[src/rtl/core/nntk_pkg.sv]
// shared types, widths and codes for the k-nearest-neighbor search block
package nntk_pkg;

    localparam int MAX_DIMS_DEF    = 64;
    localparam int MAX_K_DEF       = 16;
    localparam int MAX_VECTORS_DEF = 1048576;

    localparam int ACTION_W   = 2;
    localparam int ELEM_W     = 16;
    localparam int INDEX_W    = 20;
    localparam int OUT_DIST_W = 38;
    localparam int DIST_W     = 39;
    localparam int RANK_W     = 4;
    localparam int DIMS_W     = 7;
    localparam int KCFG_W     = 5;
    localparam int SQ_W       = 2 * ELEM_W;

    localparam int CFG_IDX_W  = 2;
    localparam int CFG_DATA_W = 7;

    // configuration register indexes
    localparam logic [CFG_IDX_W-1:0] CFG_DIMS_IN_USE = 2'd0;
    localparam logic [CFG_IDX_W-1:0] CFG_K_IN_USE    = 2'd1;

    typedef enum logic [ACTION_W-1:0] {
        ACT_QUERY    = 2'd0,
        ACT_DATABASE = 2'd1,
        ACT_FINISH   = 2'd2
    } action_t;

    // controller to datapath
    typedef struct packed {
        logic query_write;
        logic diff;
        logic square;
        logic accum;
        logic insert;
        logic finish;
        logic out_load;
        logic out_first;
    } cmd_t;

    // datapath to controller
    typedef struct packed {
        logic vec_end;
        logic has_room;
        logic out_last;
    } status_t;

endpackage

[src/rtl/core/nntk_if.sv]
// valid/ready channel interfaces for input items, results and configuration writes
interface nntk_in_if;
    logic                                valid;
    logic                                ready;
    logic [nntk_pkg::ACTION_W-1:0]       action;
    logic signed [nntk_pkg::ELEM_W-1:0]  element_value;

    modport source (output valid, output action, output element_value, input ready);
    modport sink   (input valid, input action, input element_value, output ready);
endinterface

interface nntk_out_if;
    logic                                valid;
    logic                                ready;
    logic [nntk_pkg::INDEX_W-1:0]        neighbor_index;
    logic [nntk_pkg::OUT_DIST_W-1:0]     neighbor_distance;
    logic [nntk_pkg::RANK_W-1:0]         neighbor_rank;
    logic                                result_valid;
    logic                                last_result;

    modport source (output valid, output neighbor_index, output neighbor_distance,
                    output neighbor_rank, output result_valid, output last_result,
                    input ready);
    modport sink   (input valid, input neighbor_index, input neighbor_distance,
                    input neighbor_rank, input result_valid, input last_result,
                    output ready);
endinterface

interface nntk_cfg_if;
    logic                                valid;
    logic                                ready;
    logic [nntk_pkg::CFG_IDX_W-1:0]      index;
    logic [nntk_pkg::CFG_DATA_W-1:0]     data;

    modport source (output valid, output index, output data, input ready);
    modport sink   (input valid, input index, input data, output ready);
endinterface

[src/rtl/core/nntk_ctrl.sv]
// sequencing state machine for the k-nearest-neighbor search block
module nntk_ctrl (
    input  logic                           clk,
    input  logic                           rst_n,
    input  logic                           in_fire,
    input  logic [nntk_pkg::ACTION_W-1:0]  in_action,
    input  logic                           out_fire,
    input  nntk_pkg::status_t              status,
    output nntk_pkg::cmd_t                 cmd,
    output logic                           in_ready,
    output logic                           out_valid
);

    typedef enum logic [2:0] {
        ST_IDLE,
        ST_QUERY,
        ST_DIFF,
        ST_SQUARE,
        ST_ACCUM,
        ST_INSERT,
        ST_FINISH,
        ST_EMIT
    } state_t;

    state_t state_reg;
    state_t state_next;
    logic   in_ready_reg;
    logic   out_valid_reg;

    always_comb
    begin
        state_next = state_reg;
        case (state_reg)
            ST_IDLE:
            begin
                if (in_fire)
                begin
                    case (in_action)
                        nntk_pkg::ACT_QUERY:    state_next = ST_QUERY;
                        nntk_pkg::ACT_DATABASE: state_next = ST_DIFF;
                        nntk_pkg::ACT_FINISH:   state_next = ST_FINISH;
                        default:                state_next = ST_IDLE;
                    endcase
                end
            end
            ST_QUERY:  state_next = ST_IDLE;
            ST_DIFF:   state_next = ST_SQUARE;
            ST_SQUARE: state_next = ST_ACCUM;
            ST_ACCUM:
            begin
                if (status.vec_end && status.has_room)
                    state_next = ST_INSERT;
                else
                    state_next = ST_IDLE;
            end
            ST_INSERT: state_next = ST_IDLE;
            ST_FINISH: state_next = ST_EMIT;
            ST_EMIT:
            begin
                if (out_fire && status.out_last)
                    state_next = ST_IDLE;
            end
            default:   state_next = ST_IDLE;
        endcase
    end

    always_comb
    begin
        cmd = '0;
        case (state_reg)
            ST_QUERY:  cmd.query_write = 1'b1;
            ST_DIFF:   cmd.diff        = 1'b1;
            ST_SQUARE: cmd.square      = 1'b1;
            ST_ACCUM:  cmd.accum       = 1'b1;
            ST_INSERT: cmd.insert      = 1'b1;
            ST_FINISH:
            begin
                cmd.finish    = 1'b1;
                cmd.out_load  = 1'b1;
                cmd.out_first = 1'b1;
            end
            ST_EMIT:   cmd.out_load = out_fire && !status.out_last;
            default:   cmd = '0;
        endcase
    end

    always_ff @(posedge clk or negedge rst_n)
    begin
        if (!rst_n)
        begin
            state_reg     <= ST_IDLE;
            in_ready_reg  <= 1'b1;
            out_valid_reg <= 1'b0;
        end
        else
        begin
            state_reg     <= state_next;
            in_ready_reg  <= (state_next == ST_IDLE);
            out_valid_reg <= (state_next == ST_EMIT);
        end
    end

    assign in_ready  = in_ready_reg;
    assign out_valid = out_valid_reg;

endmodule

[src/rtl/core/nntk_dp.sv]
// datapath: query memory, distance pipeline, sorted top-k cells and result register
module nntk_dp #(
    parameter int MAX_DIMS    = nntk_pkg::MAX_DIMS_DEF,
    parameter int MAX_K       = nntk_pkg::MAX_K_DEF,
    parameter int MAX_VECTORS = nntk_pkg::MAX_VECTORS_DEF
) (
    input  logic                                 clk,
    input  logic                                 rst_n,
    input  logic                                 in_fire,
    input  logic signed [nntk_pkg::ELEM_W-1:0]   in_element,
    input  logic                                 cfg_fire,
    input  logic [nntk_pkg::CFG_IDX_W-1:0]       cfg_index,
    input  logic [nntk_pkg::CFG_DATA_W-1:0]      cfg_data,
    input  nntk_pkg::cmd_t                       cmd,
    output nntk_pkg::status_t                    status,
    output logic [nntk_pkg::INDEX_W-1:0]         neighbor_index,
    output logic [nntk_pkg::OUT_DIST_W-1:0]      neighbor_distance,
    output logic [nntk_pkg::RANK_W-1:0]          neighbor_rank,
    output logic                                 result_valid,
    output logic                                 last_result
);

    localparam int POS_W  = (MAX_DIMS > 1) ? $clog2(MAX_DIMS) : 1;
    localparam int KI_W   = (MAX_K > 1) ? $clog2(MAX_K) : 1;
    localparam int FILL_W = $clog2(MAX_K + 1);
    localparam int CNT_W  = $clog2(MAX_VECTORS + 1);
    localparam int DW     = nntk_pkg::DIST_W;
    localparam int IW     = nntk_pkg::INDEX_W;

    // configuration
    logic [nntk_pkg::DIMS_W-1:0] dims_reg;
    logic [nntk_pkg::KCFG_W-1:0] k_reg;
    logic [nntk_pkg::DIMS_W-1:0] dims_eff;
    logic [nntk_pkg::KCFG_W-1:0] k_clamp;
    logic [FILL_W-1:0]           k_eff;

    // element path
    logic signed [nntk_pkg::ELEM_W-1:0] qmem [MAX_DIMS];
    logic signed [nntk_pkg::ELEM_W-1:0] elem_reg;
    logic signed [nntk_pkg::ELEM_W-1:0] q_rd_reg;
    logic signed [nntk_pkg::ELEM_W:0]   diff;
    logic [nntk_pkg::ELEM_W-1:0]        mag_reg;
    logic [nntk_pkg::SQ_W-1:0]          sq_reg;
    logic [DW-1:0]                      acc_reg;
    logic [DW-1:0]                      sum;
    logic [DW-1:0]                      new_dist_reg;
    logic [POS_W-1:0]                   pos_reg;
    logic [nntk_pkg::DIMS_W-1:0]        pos_plus;
    logic [POS_W-1:0]                   pos_adv;
    logic [CNT_W-1:0]                   count_reg;
    logic                               has_room;

    // top-k cells
    logic [DW-1:0]     best_dist [MAX_K];
    logic [IW-1:0]     best_idx  [MAX_K];
    logic [FILL_W-1:0] fill_reg;
    logic [FILL_W-1:0] fill_eff;
    logic [MAX_K-1:0]  goes_ahead;
    logic [MAX_K-1:0]  hit;
    logic              accept_new;
    logic [IW-1:0]     new_idx;

    // result register
    logic [IW-1:0]                   out_index_reg;
    logic [nntk_pkg::OUT_DIST_W-1:0] out_dist_reg;
    logic [nntk_pkg::RANK_W-1:0]     out_rank_reg;
    logic                            out_valid_flag_reg;
    logic                            out_last_reg;
    logic [nntk_pkg::RANK_W-1:0]     sel_rank;
    logic [KI_W-1:0]                 sel_idx;
    logic                            list_empty;

    always_comb
    begin
        if (dims_reg == '0)
            dims_eff = nntk_pkg::DIMS_W'(1);
        else if (dims_reg > nntk_pkg::DIMS_W'(MAX_DIMS))
            dims_eff = nntk_pkg::DIMS_W'(MAX_DIMS);
        else
            dims_eff = dims_reg;

        if (k_reg == '0)
            k_clamp = nntk_pkg::KCFG_W'(1);
        else if (k_reg > nntk_pkg::KCFG_W'(MAX_K))
            k_clamp = nntk_pkg::KCFG_W'(MAX_K);
        else
            k_clamp = k_reg;
        k_eff = FILL_W'(k_clamp);
    end

    always_ff @(posedge clk or negedge rst_n)
    begin
        if (!rst_n)
        begin
            dims_reg <= nntk_pkg::DIMS_W'(64);
            k_reg    <= nntk_pkg::KCFG_W'(10);
        end
        else if (cfg_fire)
        begin
            case (cfg_index)
                nntk_pkg::CFG_DIMS_IN_USE: dims_reg <= cfg_data[nntk_pkg::DIMS_W-1:0];
                nntk_pkg::CFG_K_IN_USE:    k_reg    <= cfg_data[nntk_pkg::KCFG_W-1:0];
                default:                   ;
            endcase
        end
    end

    // position wraps after the last dimension
    assign pos_plus = nntk_pkg::DIMS_W'(pos_reg) + nntk_pkg::DIMS_W'(1);
    assign pos_adv  = (pos_plus >= dims_eff) ? '0 : POS_W'(pos_plus);

    assign diff     = {elem_reg[nntk_pkg::ELEM_W-1], elem_reg}
                    - {q_rd_reg[nntk_pkg::ELEM_W-1], q_rd_reg};
    assign sum      = acc_reg + DW'(sq_reg);
    assign has_room = (count_reg < CNT_W'(MAX_VECTORS));
    assign new_idx  = IW'(count_reg);

    // query memory: written on a query element, read on every accepted item
    always_ff @(posedge clk)
    begin
        if (cmd.query_write)
            qmem[pos_reg] <= elem_reg;
        if (in_fire)
        begin
            q_rd_reg <= qmem[pos_reg];
            elem_reg <= in_element;
        end
        if (cmd.diff)
            mag_reg <= nntk_pkg::ELEM_W'(diff[nntk_pkg::ELEM_W] ? -diff : diff);
        if (cmd.square)
            sq_reg <= {{nntk_pkg::ELEM_W{1'b0}}, mag_reg}
                    * {{nntk_pkg::ELEM_W{1'b0}}, mag_reg};
        if (cmd.accum)
            new_dist_reg <= sum;
    end

    always_ff @(posedge clk or negedge rst_n)
    begin
        if (!rst_n)
        begin
            pos_reg   <= '0;
            acc_reg   <= '0;
            count_reg <= '0;
        end
        else
        begin
            if (cmd.query_write)
            begin
                pos_reg   <= pos_adv;
                acc_reg   <= '0;
                count_reg <= '0;
            end
            else if (cmd.accum)
            begin
                pos_reg <= pos_adv;
                acc_reg <= (pos_adv == '0) ? '0 : sum;
            end
            else if (cmd.insert)
            begin
                count_reg <= count_reg + CNT_W'(1);
            end
            else if (cmd.finish)
            begin
                pos_reg <= '0;
                acc_reg <= '0;
            end
        end
    end

    // compare-and-shift cells, ties keep the earlier vector in front
    assign fill_eff = (fill_reg < k_eff) ? fill_reg : k_eff;

    always_comb
    begin
        for (int i = 0; i < MAX_K; i++)
        begin
            goes_ahead[i] = (FILL_W'(i) >= fill_eff) || (new_dist_reg < best_dist[i]);
            hit[i]        = goes_ahead[i] && (FILL_W'(i) < k_eff);
        end
    end

    assign accept_new = |hit;

    for (genvar g = 0; g < MAX_K; g++)
    begin : g_cell
        always_ff @(posedge clk)
        begin
            if (cmd.insert)
            begin
                if (g > 0 && goes_ahead[(g > 0) ? g - 1 : 0])
                begin
                    best_dist[g] <= best_dist[(g > 0) ? g - 1 : 0];
                    best_idx[g]  <= best_idx[(g > 0) ? g - 1 : 0];
                end
                else if (goes_ahead[g])
                begin
                    best_dist[g] <= new_dist_reg;
                    best_idx[g]  <= new_idx;
                end
            end
        end
    end

    always_ff @(posedge clk or negedge rst_n)
    begin
        if (!rst_n)
            fill_reg <= '0;
        else if (cmd.query_write)
            fill_reg <= '0;
        else if (cmd.insert)
        begin
            if (accept_new && fill_eff < k_eff)
                fill_reg <= fill_eff + FILL_W'(1);
            else
                fill_reg <= fill_eff;
        end
    end

    // result register, one list entry per output transaction
    assign list_empty = (fill_eff == '0);
    assign sel_rank   = cmd.out_first ? '0 : out_rank_reg + nntk_pkg::RANK_W'(1);
    assign sel_idx    = KI_W'(sel_rank);

    always_ff @(posedge clk)
    begin
        if (cmd.out_load)
        begin
            if (list_empty)
            begin
                out_index_reg      <= '0;
                out_dist_reg       <= '0;
                out_rank_reg       <= '0;
                out_valid_flag_reg <= 1'b0;
                out_last_reg       <= 1'b1;
            end
            else
            begin
                out_index_reg      <= best_idx[sel_idx];
                out_dist_reg       <= best_dist[sel_idx][nntk_pkg::OUT_DIST_W-1:0];
                out_rank_reg       <= sel_rank;
                out_valid_flag_reg <= 1'b1;
                out_last_reg       <= (nntk_pkg::KCFG_W'(sel_rank) + nntk_pkg::KCFG_W'(1)
                                       == nntk_pkg::KCFG_W'(fill_eff));
            end
        end
    end

    assign status.vec_end  = (pos_adv == '0);
    assign status.has_room = has_room;
    assign status.out_last = out_last_reg;

    assign neighbor_index    = out_index_reg;
    assign neighbor_distance = out_dist_reg;
    assign neighbor_rank     = out_rank_reg;
    assign result_valid      = out_valid_flag_reg;
    assign last_result       = out_last_reg;

endmodule

[src/rtl/core/nearest_neighbor_topk_l2_top.sv]
// top level of the brute-force k-nearest-neighbor search under squared l2 distance
//
// query elements and database elements arrive one per input transaction and share
// one position counter; a query element stores its value and clears the neighbor
// list, a database element adds its squared difference to the running distance, and
// the element that closes a vector drops that vector into a sorted list of the best
// k (equal distances keep the earlier vector first). a finish transaction sends the
// list out nearest first, one output transaction per neighbor with the last one
// marked, or a single result with result_valid low when no vector was kept. the
// block works on one item at a time: a query element is written to query memory,
// a database element passes through the registered query memory read, difference,
// 16x16 square and 39-bit accumulate steps, and one that closes a vector below the
// capacity limit also through the parallel compare-and-shift cells; a finish sends
// one result per output transaction while the output side takes them.
// configuration writes are always taken and apply at once; write them only while idle.
module nearest_neighbor_topk_l2_top #(
    parameter int MAX_DIMS    = nntk_pkg::MAX_DIMS_DEF,
    parameter int MAX_K       = nntk_pkg::MAX_K_DEF,
    parameter int MAX_VECTORS = nntk_pkg::MAX_VECTORS_DEF
) (
    input  logic        clk,
    input  logic        rst_n,
    nntk_in_if.sink     in_ch,
    nntk_out_if.source  out_ch,
    nntk_cfg_if.sink    cfg
);

    nntk_pkg::cmd_t    cmd;
    nntk_pkg::status_t status;
    logic              in_fire;
    logic              out_fire;
    logic              cfg_fire;

    // transaction strobes for each channel
    assign in_fire  = in_ch.valid && in_ch.ready;
    assign out_fire = out_ch.valid && out_ch.ready;
    assign cfg_fire = cfg.valid && cfg.ready;

    // register writes never stall
    assign cfg.ready = 1'b1;

    // sequencer: owns input ready and output valid
    nntk_ctrl u_ctrl (
        .clk       (clk),
        .rst_n     (rst_n),
        .in_fire   (in_fire),
        .in_action (in_ch.action),
        .out_fire  (out_fire),
        .status    (status),
        .cmd       (cmd),
        .in_ready  (in_ch.ready),
        .out_valid (out_ch.valid)
    );

    // datapath: distances, top-k list and the result payload
    nntk_dp #(
        .MAX_DIMS    (MAX_DIMS),
        .MAX_K       (MAX_K),
        .MAX_VECTORS (MAX_VECTORS)
    ) u_dp (
        .clk               (clk),
        .rst_n             (rst_n),
        .in_fire           (in_fire),
        .in_element        (in_ch.element_value),
        .cfg_fire          (cfg_fire),
        .cfg_index         (cfg.index),
        .cfg_data          (cfg.data),
        .cmd               (cmd),
        .status            (status),
        .neighbor_index    (out_ch.neighbor_index),
        .neighbor_distance (out_ch.neighbor_distance),
        .neighbor_rank     (out_ch.neighbor_rank),
        .result_valid      (out_ch.result_valid),
        .last_result       (out_ch.last_result)
    );

endmodule

[src/flat_wrapper.sv]
// flat-port wrapper written by rule: the top's interface ports become plain ports
module nearest_neighbor_topk_l2_top_flat 
#(
    parameter int MAX_DIMS    = nntk_pkg::MAX_DIMS_DEF,
    parameter int MAX_K       = nntk_pkg::MAX_K_DEF,
    parameter int MAX_VECTORS = nntk_pkg::MAX_VECTORS_DEF
)
  (clk, rst_n, in_ch_valid, in_ch_action, in_ch_element_value, in_ch_ready, out_ch_valid, out_ch_neighbor_index, out_ch_neighbor_distance, out_ch_neighbor_rank, out_ch_result_valid, out_ch_last_result, out_ch_ready, cfg_valid, cfg_index, cfg_data, cfg_ready);
  nntk_in_if in_ch_i ();
  nntk_out_if out_ch_i ();
  nntk_cfg_if cfg_i ();
  input  logic clk;
  input  logic rst_n;
  input wire logic [$bits(in_ch_i.valid)-1:0] in_ch_valid;
  input wire logic [$bits(in_ch_i.action)-1:0] in_ch_action;
  input wire logic [$bits(in_ch_i.element_value)-1:0] in_ch_element_value;
  output wire logic [$bits(in_ch_i.ready)-1:0] in_ch_ready;
  output wire logic [$bits(out_ch_i.valid)-1:0] out_ch_valid;
  output wire logic [$bits(out_ch_i.neighbor_index)-1:0] out_ch_neighbor_index;
  output wire logic [$bits(out_ch_i.neighbor_distance)-1:0] out_ch_neighbor_distance;
  output wire logic [$bits(out_ch_i.neighbor_rank)-1:0] out_ch_neighbor_rank;
  output wire logic [$bits(out_ch_i.result_valid)-1:0] out_ch_result_valid;
  output wire logic [$bits(out_ch_i.last_result)-1:0] out_ch_last_result;
  input wire logic [$bits(out_ch_i.ready)-1:0] out_ch_ready;
  input wire logic [$bits(cfg_i.valid)-1:0] cfg_valid;
  input wire logic [$bits(cfg_i.index)-1:0] cfg_index;
  input wire logic [$bits(cfg_i.data)-1:0] cfg_data;
  output wire logic [$bits(cfg_i.ready)-1:0] cfg_ready;
  assign in_ch_i.valid = in_ch_valid;
  assign in_ch_i.action = in_ch_action;
  assign in_ch_i.element_value = in_ch_element_value;
  assign in_ch_ready = in_ch_i.ready;
  assign out_ch_valid = out_ch_i.valid;
  assign out_ch_neighbor_index = out_ch_i.neighbor_index;
  assign out_ch_neighbor_distance = out_ch_i.neighbor_distance;
  assign out_ch_neighbor_rank = out_ch_i.neighbor_rank;
  assign out_ch_result_valid = out_ch_i.result_valid;
  assign out_ch_last_result = out_ch_i.last_result;
  assign out_ch_i.ready = out_ch_ready;
  assign cfg_i.valid = cfg_valid;
  assign cfg_i.index = cfg_index;
  assign cfg_i.data = cfg_data;
  assign cfg_ready = cfg_i.ready;
  nearest_neighbor_topk_l2_top #(.MAX_DIMS(MAX_DIMS), .MAX_K(MAX_K), .MAX_VECTORS(MAX_VECTORS)) u_core (.clk(clk), .rst_n(rst_n), .in_ch(in_ch_i), .out_ch(out_ch_i), .cfg(cfg_i));
endmodule
[config.mk]
export PLATFORM = sky130hd
export DESIGN_NAME = nearest_neighbor_topk_l2_top_flat
export DESIGN_NICKNAME = d
export VERILOG_FILES = /design/src/rtl/core/nntk_pkg.sv /design/src/rtl/core/nntk_if.sv /design/src/rtl/core/nntk_ctrl.sv /design/src/rtl/core/nntk_dp.sv /design/src/rtl/core/nearest_neighbor_topk_l2_top.sv /design/src/flat_wrapper.sv
export SDC_FILE = /design/constraint.sdc
export NUM_CORES = 2
export LEC_CHECK = 0
export BUFFER_PORTS_ARGS = -buffer_cell sky130_fd_sc_hd__buf_2
export CAP_MARGIN = 5
export CORE_MARGIN = 10
export CORE_UTILIZATION = 59
export DETAILED_ROUTE_END_ITERATION = 10
export PLACE_DENSITY = 0.77
export SLEW_MARGIN = 25
export SYNTH_ARGS = -nofsm -noshare
export SYNTH_HDL_FRONTEND = slang
export SYNTH_HIERARCHICAL = 1
export SYNTH_SLANG_ARGS = --single-unit
[constraint.sdc]
create_clock -name clk -period 9.2 [get_ports clk]
set_input_delay 0.92 -clock clk [delete_from_list [all_inputs] [get_ports clk]]
set_output_delay 0.92 -clock clk [all_outputs]
set_load 0.01 [all_outputs]
## Yosys cells after proc, flatten, opt, wreduce, memory -nomap -nowiden

Memory sizes are Yosys's and may differ from the RTL's. A register that Yosys moved wholly into a read port is not among the register bits.
Cells that the tools add are included.

- Input bits: 32
- Word-level logic and storage cells: 340
- Bits in writable memories: 1968
- Output and inout port bits: 67
- Bits in registers: 197
- Memories: 3

- Multiply operators: 1
- $lt $le $gt $ge: 54
- Muxes and demuxes: 159
- Reduce and logical (&&, ||, !) cells: 55
- Bitwise gates (word level): 30
- Add/sub/neg operators: 8
- Equal/unequal tests: 14

Memories:

| memory | depth | bits a word | read ports | clocked after memory_dff | wr ports | RTL line | text |
|---|---|---|---|---|---|---|---|
| u_core.u_dp.qmem | 64 | 16 | 1 | 1 | 1 | nntk_dp.sv:38 | `logic signed [nntk_pkg::ELEM_W-1:0] qmem [MAX_DIMS];` |
| u_core.u_dp.best_dist | 16 | 39 | 17 | 1 | 16 | nntk_dp.sv:54 | `logic [DW-1:0] best_dist [MAX_K];` |
| u_core.u_dp.best_idx | 16 | 20 | 16 | 1 | 16 | nntk_dp.sv:55 | `logic [IW-1:0] best_idx [MAX_K];` |

Operators with widths:

| cell | count |
|---|---|
| $mux 39 | 20 |
| $lt 39x39->1 | 16 |
| $mux 20 | 15 |
| $mux 1 | 100 |
| $mux 21 | 3 |
| $ge 4x5->1 const A | 8 |
| $lt 4x5->1 const A | 8 |
| $add 39x32->39 | 1 |
| $mul 16x16->32 | 1 |
| $mux 5 | 6 |
| $mux 6 | 5 |
| $or 1x1->1 | 30 |
| $logic_and 1x1->1 | 22 |
| $add 21x1->21 const B | 1 |
| $lt 21x21->1 const B | 1 |
| $pmux 3 s7 | 1 |
| $ge 3x5->1 const A | 4 |
| $lt 3x5->1 const A | 4 |
| $sub 16x16->17 | 1 |
| $logic_or 1x1->1 | 16 |
| $mux 16 | 1 |
| $neg 16->16 | 1 |
| $reduce_or 16->1 | 1 |
| $eq 3x3->1 const B | 5 |
| 34 further kinds | 50 |

## Logic depth before layout (Yosys ltp)

- Word-level depth: 13
- Depth in mapped cells: 26
- Gate-level depth less buffers: 25

## Cells and area by module

The synthesis kept the hierarchy.

Modules (own cells, without submodules):

| module | seq. area each (µm²) | cells each | instances | area an instance (µm²) |
|---|---|---|---|---|
| nntk_dp | 66642.7 | 9904 | 1 | 119200.6 |
| nntk_ctrl | 126.4 | 40 | 1 | 389.1 |
| nearest_neighbor_topk_l2_top | 0.0 | 4 | 1 | 23.8 |

## Worst setup path before layout

Ideal clock, no wire load.

- Kind: flip-flop to flip-flop
- Start: reg u_core/u_dp/k_reg[3] in the netlist's numbering
- End: mem u_core/u_dp/best_dist[11][0] in the netlist's numbering (enable)
- Setup time: 0.557 ns
- Arrival time: 6.972 ns
- Cell stages (with the launch flop): 15
- Period minus slack after synthesis: 7.529 ns
- Setup slack: 1.671 ns
- Path through: dfstp_2 clkbuf_1 inv_1 nor2_1 inv_1 ha_1 o21ai_0 o21a_1 nand3_2 nand2_1 ha_1 a211oi_4 o21ai_1 a2bb2oi_2 o21ai_0

RTL lines:

| element | RTL line | text |
|---|---|---|
| start, declared | nntk_dp.sv:32 | `logic [nntk_pkg::KCFG_W-1:0] k_reg;` |
| start signal, assigned | nntk_dp.sv:96 | `k_reg <= nntk_pkg::KCFG_W'(10);` |
| start signal, assigned | nntk_dp.sv:102 | `nntk_pkg::CFG_K_IN_USE: k_reg <= cfg_data[nntk_pkg::KCFG_W-1:0];` |
| end, declared | nntk_dp.sv:54 |  |

## Worst setup path in the final report

- Start: reg u_core/u_dp/mag_reg[1] in the netlist's numbering
- End: reg u_core/u_dp/sq_reg[31] in the netlist's numbering, data pin

- Cells in the longest elaborated chain, start to end: 1

Ends and longest elaborated chain:

| element | RTL line | text |
|---|---|---|
| start, declared | nntk_dp.sv:42 | `logic [nntk_pkg::ELEM_W-1:0] mag_reg;` |
| start signal, assigned | nntk_dp.sv:129 | `mag_reg <= nntk_pkg::ELEM_W'(diff[nntk_pkg::ELEM_W] ? -diff : diff);` |
| $mul 16x16->32 | nntk_dp.sv:132 | `* {{nntk_pkg::ELEM_W{1'b0}}, mag_reg};` |
| end signal, assigned | nntk_dp.sv:131 | `sq_reg <= {{nntk_pkg::ELEM_W{1'b0}}, mag_reg}` |
| end, declared | nntk_dp.sv:43 | `logic [nntk_pkg::SQ_W-1:0] sq_reg;` |

Every way passes these cells.
A chain may end at the register's enable or synchronous reset.

==> impl_metrics.tcl <==
set metrics [dict create \
    largest_reg_flops 1024 \
    clock-sinks 2238 \
    initial_utilization_pct 59.2 \
    root_buffer "clkbuf_16" \
    end_kind "flip-flop" \
    busiest_layer "met2" \
    overflow 0 \
    numPortBuffers 97 \
    reg.largest.list "u_core/u_dp/qmem (1024), u_core/u_dp/best_dist (624), u_core/u_dp/best_idx (320)" \
    numCtsBuffers 224 \
    gp_congestion 0.912 \
    dpl_cell_area_sq_um 123000 \
    ant_nets 0 \
    syn_inst 9948 \
    via_per_inst 6.49 \
    hold_violations 0 \
    die-area_sq_um 221000 \
    drtIter0Drc 9956 \
    cts_resized 0 \
    layout.nets 10882 \
    h-tree-depth 4 \
    max_freq_ghz 0.138 \
    fin_skew_ns 0.131 \
    worstMarginPinSlew_ns 1.10 \
    syn-cell-area_sq_um 120000 \
    num_io_pins 99 \
    dpl.hpwl_um 209000 \
    clk_pin_slew_ns 0.06 \
    die-width_um 470 \
    syn-num-nets 10926 \
    clock_latency_ns 0.94 \
    synth-async-reset-ratio_pct 3.93 \
    status "complete, no violations" \
    finalSetupTns_ns 0 \
    grt_max_degree 163 \
    mostFrequentLayoutCells "edfxtp_1 (2150), nand2_1 (1243), inv_1 (930), ha_1 (781), mux2_2 (531)" \
    post-route-min-period_ns 7.25 \
    slew_violations 0 \
    drt-total-wl_um 320000 \
    area_growth_pct 9.27 \
    stdcell_area_sq_um 131000 \
    worstHoldPathType "in -> reg" \
    arrival_ns 7.81 \
    dr.pass1.iters 7 \
    num_rows 165 \
    grt_use_met2_pct 45.9 \
    cts_buffer_depth 3 \
    postSynthAreaPerCell_sq_um 12.0 \
    cts_tree "built" \
    vias 82967 \
    grt_pass1_wl_um 485000 \
    rsz0062_at_grt "false" \
    grt_pass1_vias 82469 \
    fin_util_pct 64.7 \
    synth.distinct_cells 100 \
    synthFlopType "edfxtp_1" \
    fp.dieH_um 470 \
    ys_ff_latch 2238 \
    yosys_warnings 6 \
    core_sq_um 202000 \
    wl_per_cell_um 25.1 \
    regMostFlops "u_core/u_dp/qmem" \
    grt_util_all_layers_pct 27.9 \
    setup_viol 0 \
    drc 0 \
    grt_antenna_before_repair 12 \
    period_share_pct 78.8 \
    relSlewSlack_pct 24.8 \
    cp.required_ns 9.76 \
    synth_edf_count 2150 \
    cap_violations 0 \
    hold_slack_ns 0.178 \
    cp_max_fo 20 \
    criticalPathCategory "reg -> reg" \
    start_kind "flip-flop" \
    final_common_cell "edfxtp_1" \
    yosysSeqAreaShare_pct 55.8 \
    use_met3_pct 4.87 \
    grt_use_met1_pct 37.0 \
    drive_gt1_share_pct 12.7 \
]
[layer usage]
layer	part of all wire (%)	up-vias
met4	3.9	8
met1	39	40779
met2	47	4398
met5	0.022	-
met3	9.9	692
li1	-	37090
[worst paths after layout]
kind,start,cells past startpoint,endpoint,slack [ns]
max,u_core/u_dp/mag_reg[1],23,u_core/u_dp/sq_reg[31],1.95
min,in_ch_element_value[1],1,u_core/u_dp/elem_reg[1],0.18
max reg2reg,u_core/u_dp/mag_reg[1],23,u_core/u_dp/sq_reg[31],1.95
min reg2reg,u_core/u_dp/acc_reg[25],1,u_core/u_dp/acc_reg[25],0.50
max in group asynchronous,rst_n,3,u_core/u_ctrl/state_reg[1],7.41
min in group asynchronous,rst_n,2,u_core/u_dp/fill_reg[4],0.56
[stage by stage]
stage	worst slack [ns]	cells
after floorplan	1.67	9948
after global placement	2.00	12348
after detailed placement	1.97	12348
after CTS	1.94	12768
after global routing	1.48	12775
final	1.95	12776
[repair_timing]
action	4_1_cts	5_1_grt
hold buffers	1	0
endpoints found under the setup margin	0	0
buffers inserted	0	0
hold endpoints to repair	3	0
[synthesized netlist by cell type, types with 43 or more instances]
| cell type | count | area (sq um) |
|---|---|---|
| a21oi_1 | 346 | 1730 |
| nand2_1 | 1249 | 4690 |
| and2_1 | 57 | 357 |
| nor2_1 | 230 | 863 |
| o211ai_1 | 104 | 781 |
| a21o_1 | 115 | 863 |
| buf_1 | 74 | 278 |
| edfxtp_1 | 2150 | 64600 |
| xnor2_1 | 80 | 701 |
| nand3_1 | 141 | 706 |
| a211oi_1 | 138 | 1040 |
| o211a_1 | 111 | 1110 |
| xor2_1 | 43 | 377 |
| a22o_1 | 123 | 1080 |
| nor2b_1 | 74 | 463 |
| ha_1 | 781 | 9770 |
| nand4_1 | 122 | 763 |
| mux2_2 | 531 | 5980 |
| dfrtp_1 | 84 | 2100 |
| a31oi_1 | 169 | 1060 |
| mux2i_1 | 50 | 500 |
| clkbuf_1 | 481 | 1810 |
| a311oi_1 | 171 | 1500 |
| a221oi_1 | 102 | 893 |
| a22oi_1 | 340 | 2550 |
| nor3_1 | 54 | 270 |
| inv_1 | 930 | 3490 |
| o21ai_0 | 486 | 2430 |
| fa_1 | 165 | 3300 |
[worst max-delay path: stages (launching register included)]
cell and delay, ns:
edfxtp_1 0.71, and2_1 0.34, fa_1 0.53, inv_1 0.05, fa_1 0.47, inv_1 0.05, fa_1 0.50, inv_1 0.05
fa_1 0.47, inv_1 0.05, fa_1 0.53, inv_1 0.05, fa_1 0.53, inv_1 0.04, ha_1 0.35, a21o_1 0.18
a21o_1 0.21, o41ai_1 0.59, o211ai_1 0.32, o211ai_1 0.30, a31oi_1 0.17, a21o_1 0.20, a21oi_1 0.17, xnor2_1 0.08
[cell type report]
class                           instances  area [sq um]
Sequential cell                      2238         66800
Multi-Input combinational cell       6190         47500
Inverter                              935          3520
Fill cell                           14472         71200
Tap cell                             2672          3340
Timing Repair Buffer                  315          2310
Clock buffer                          278          5870
Antenna cell                            7          17.5
Clock inverter                        141          1380
[cells by family after synthesis]
kind of cell / count (synthesis) / synth area share, %
AO/OA/AOI/OAI: 2412 / 14.0
XOR/XNOR: 123 / 0.901
adder cells (fa/ha/maj): 947 / 10.9
buffers and inverters: 1520 / 4.82
flip-flops: 2238 / 55.8
multiplexers: 608 / 5.70
other: 1 / 0.00314
AND/OR/NAND/NOR: 2099 / 7.78
Power is left out: the tool's default activity adds up to more than one toggle a clock period on the data nets, which glitch-free logic cannot reach.
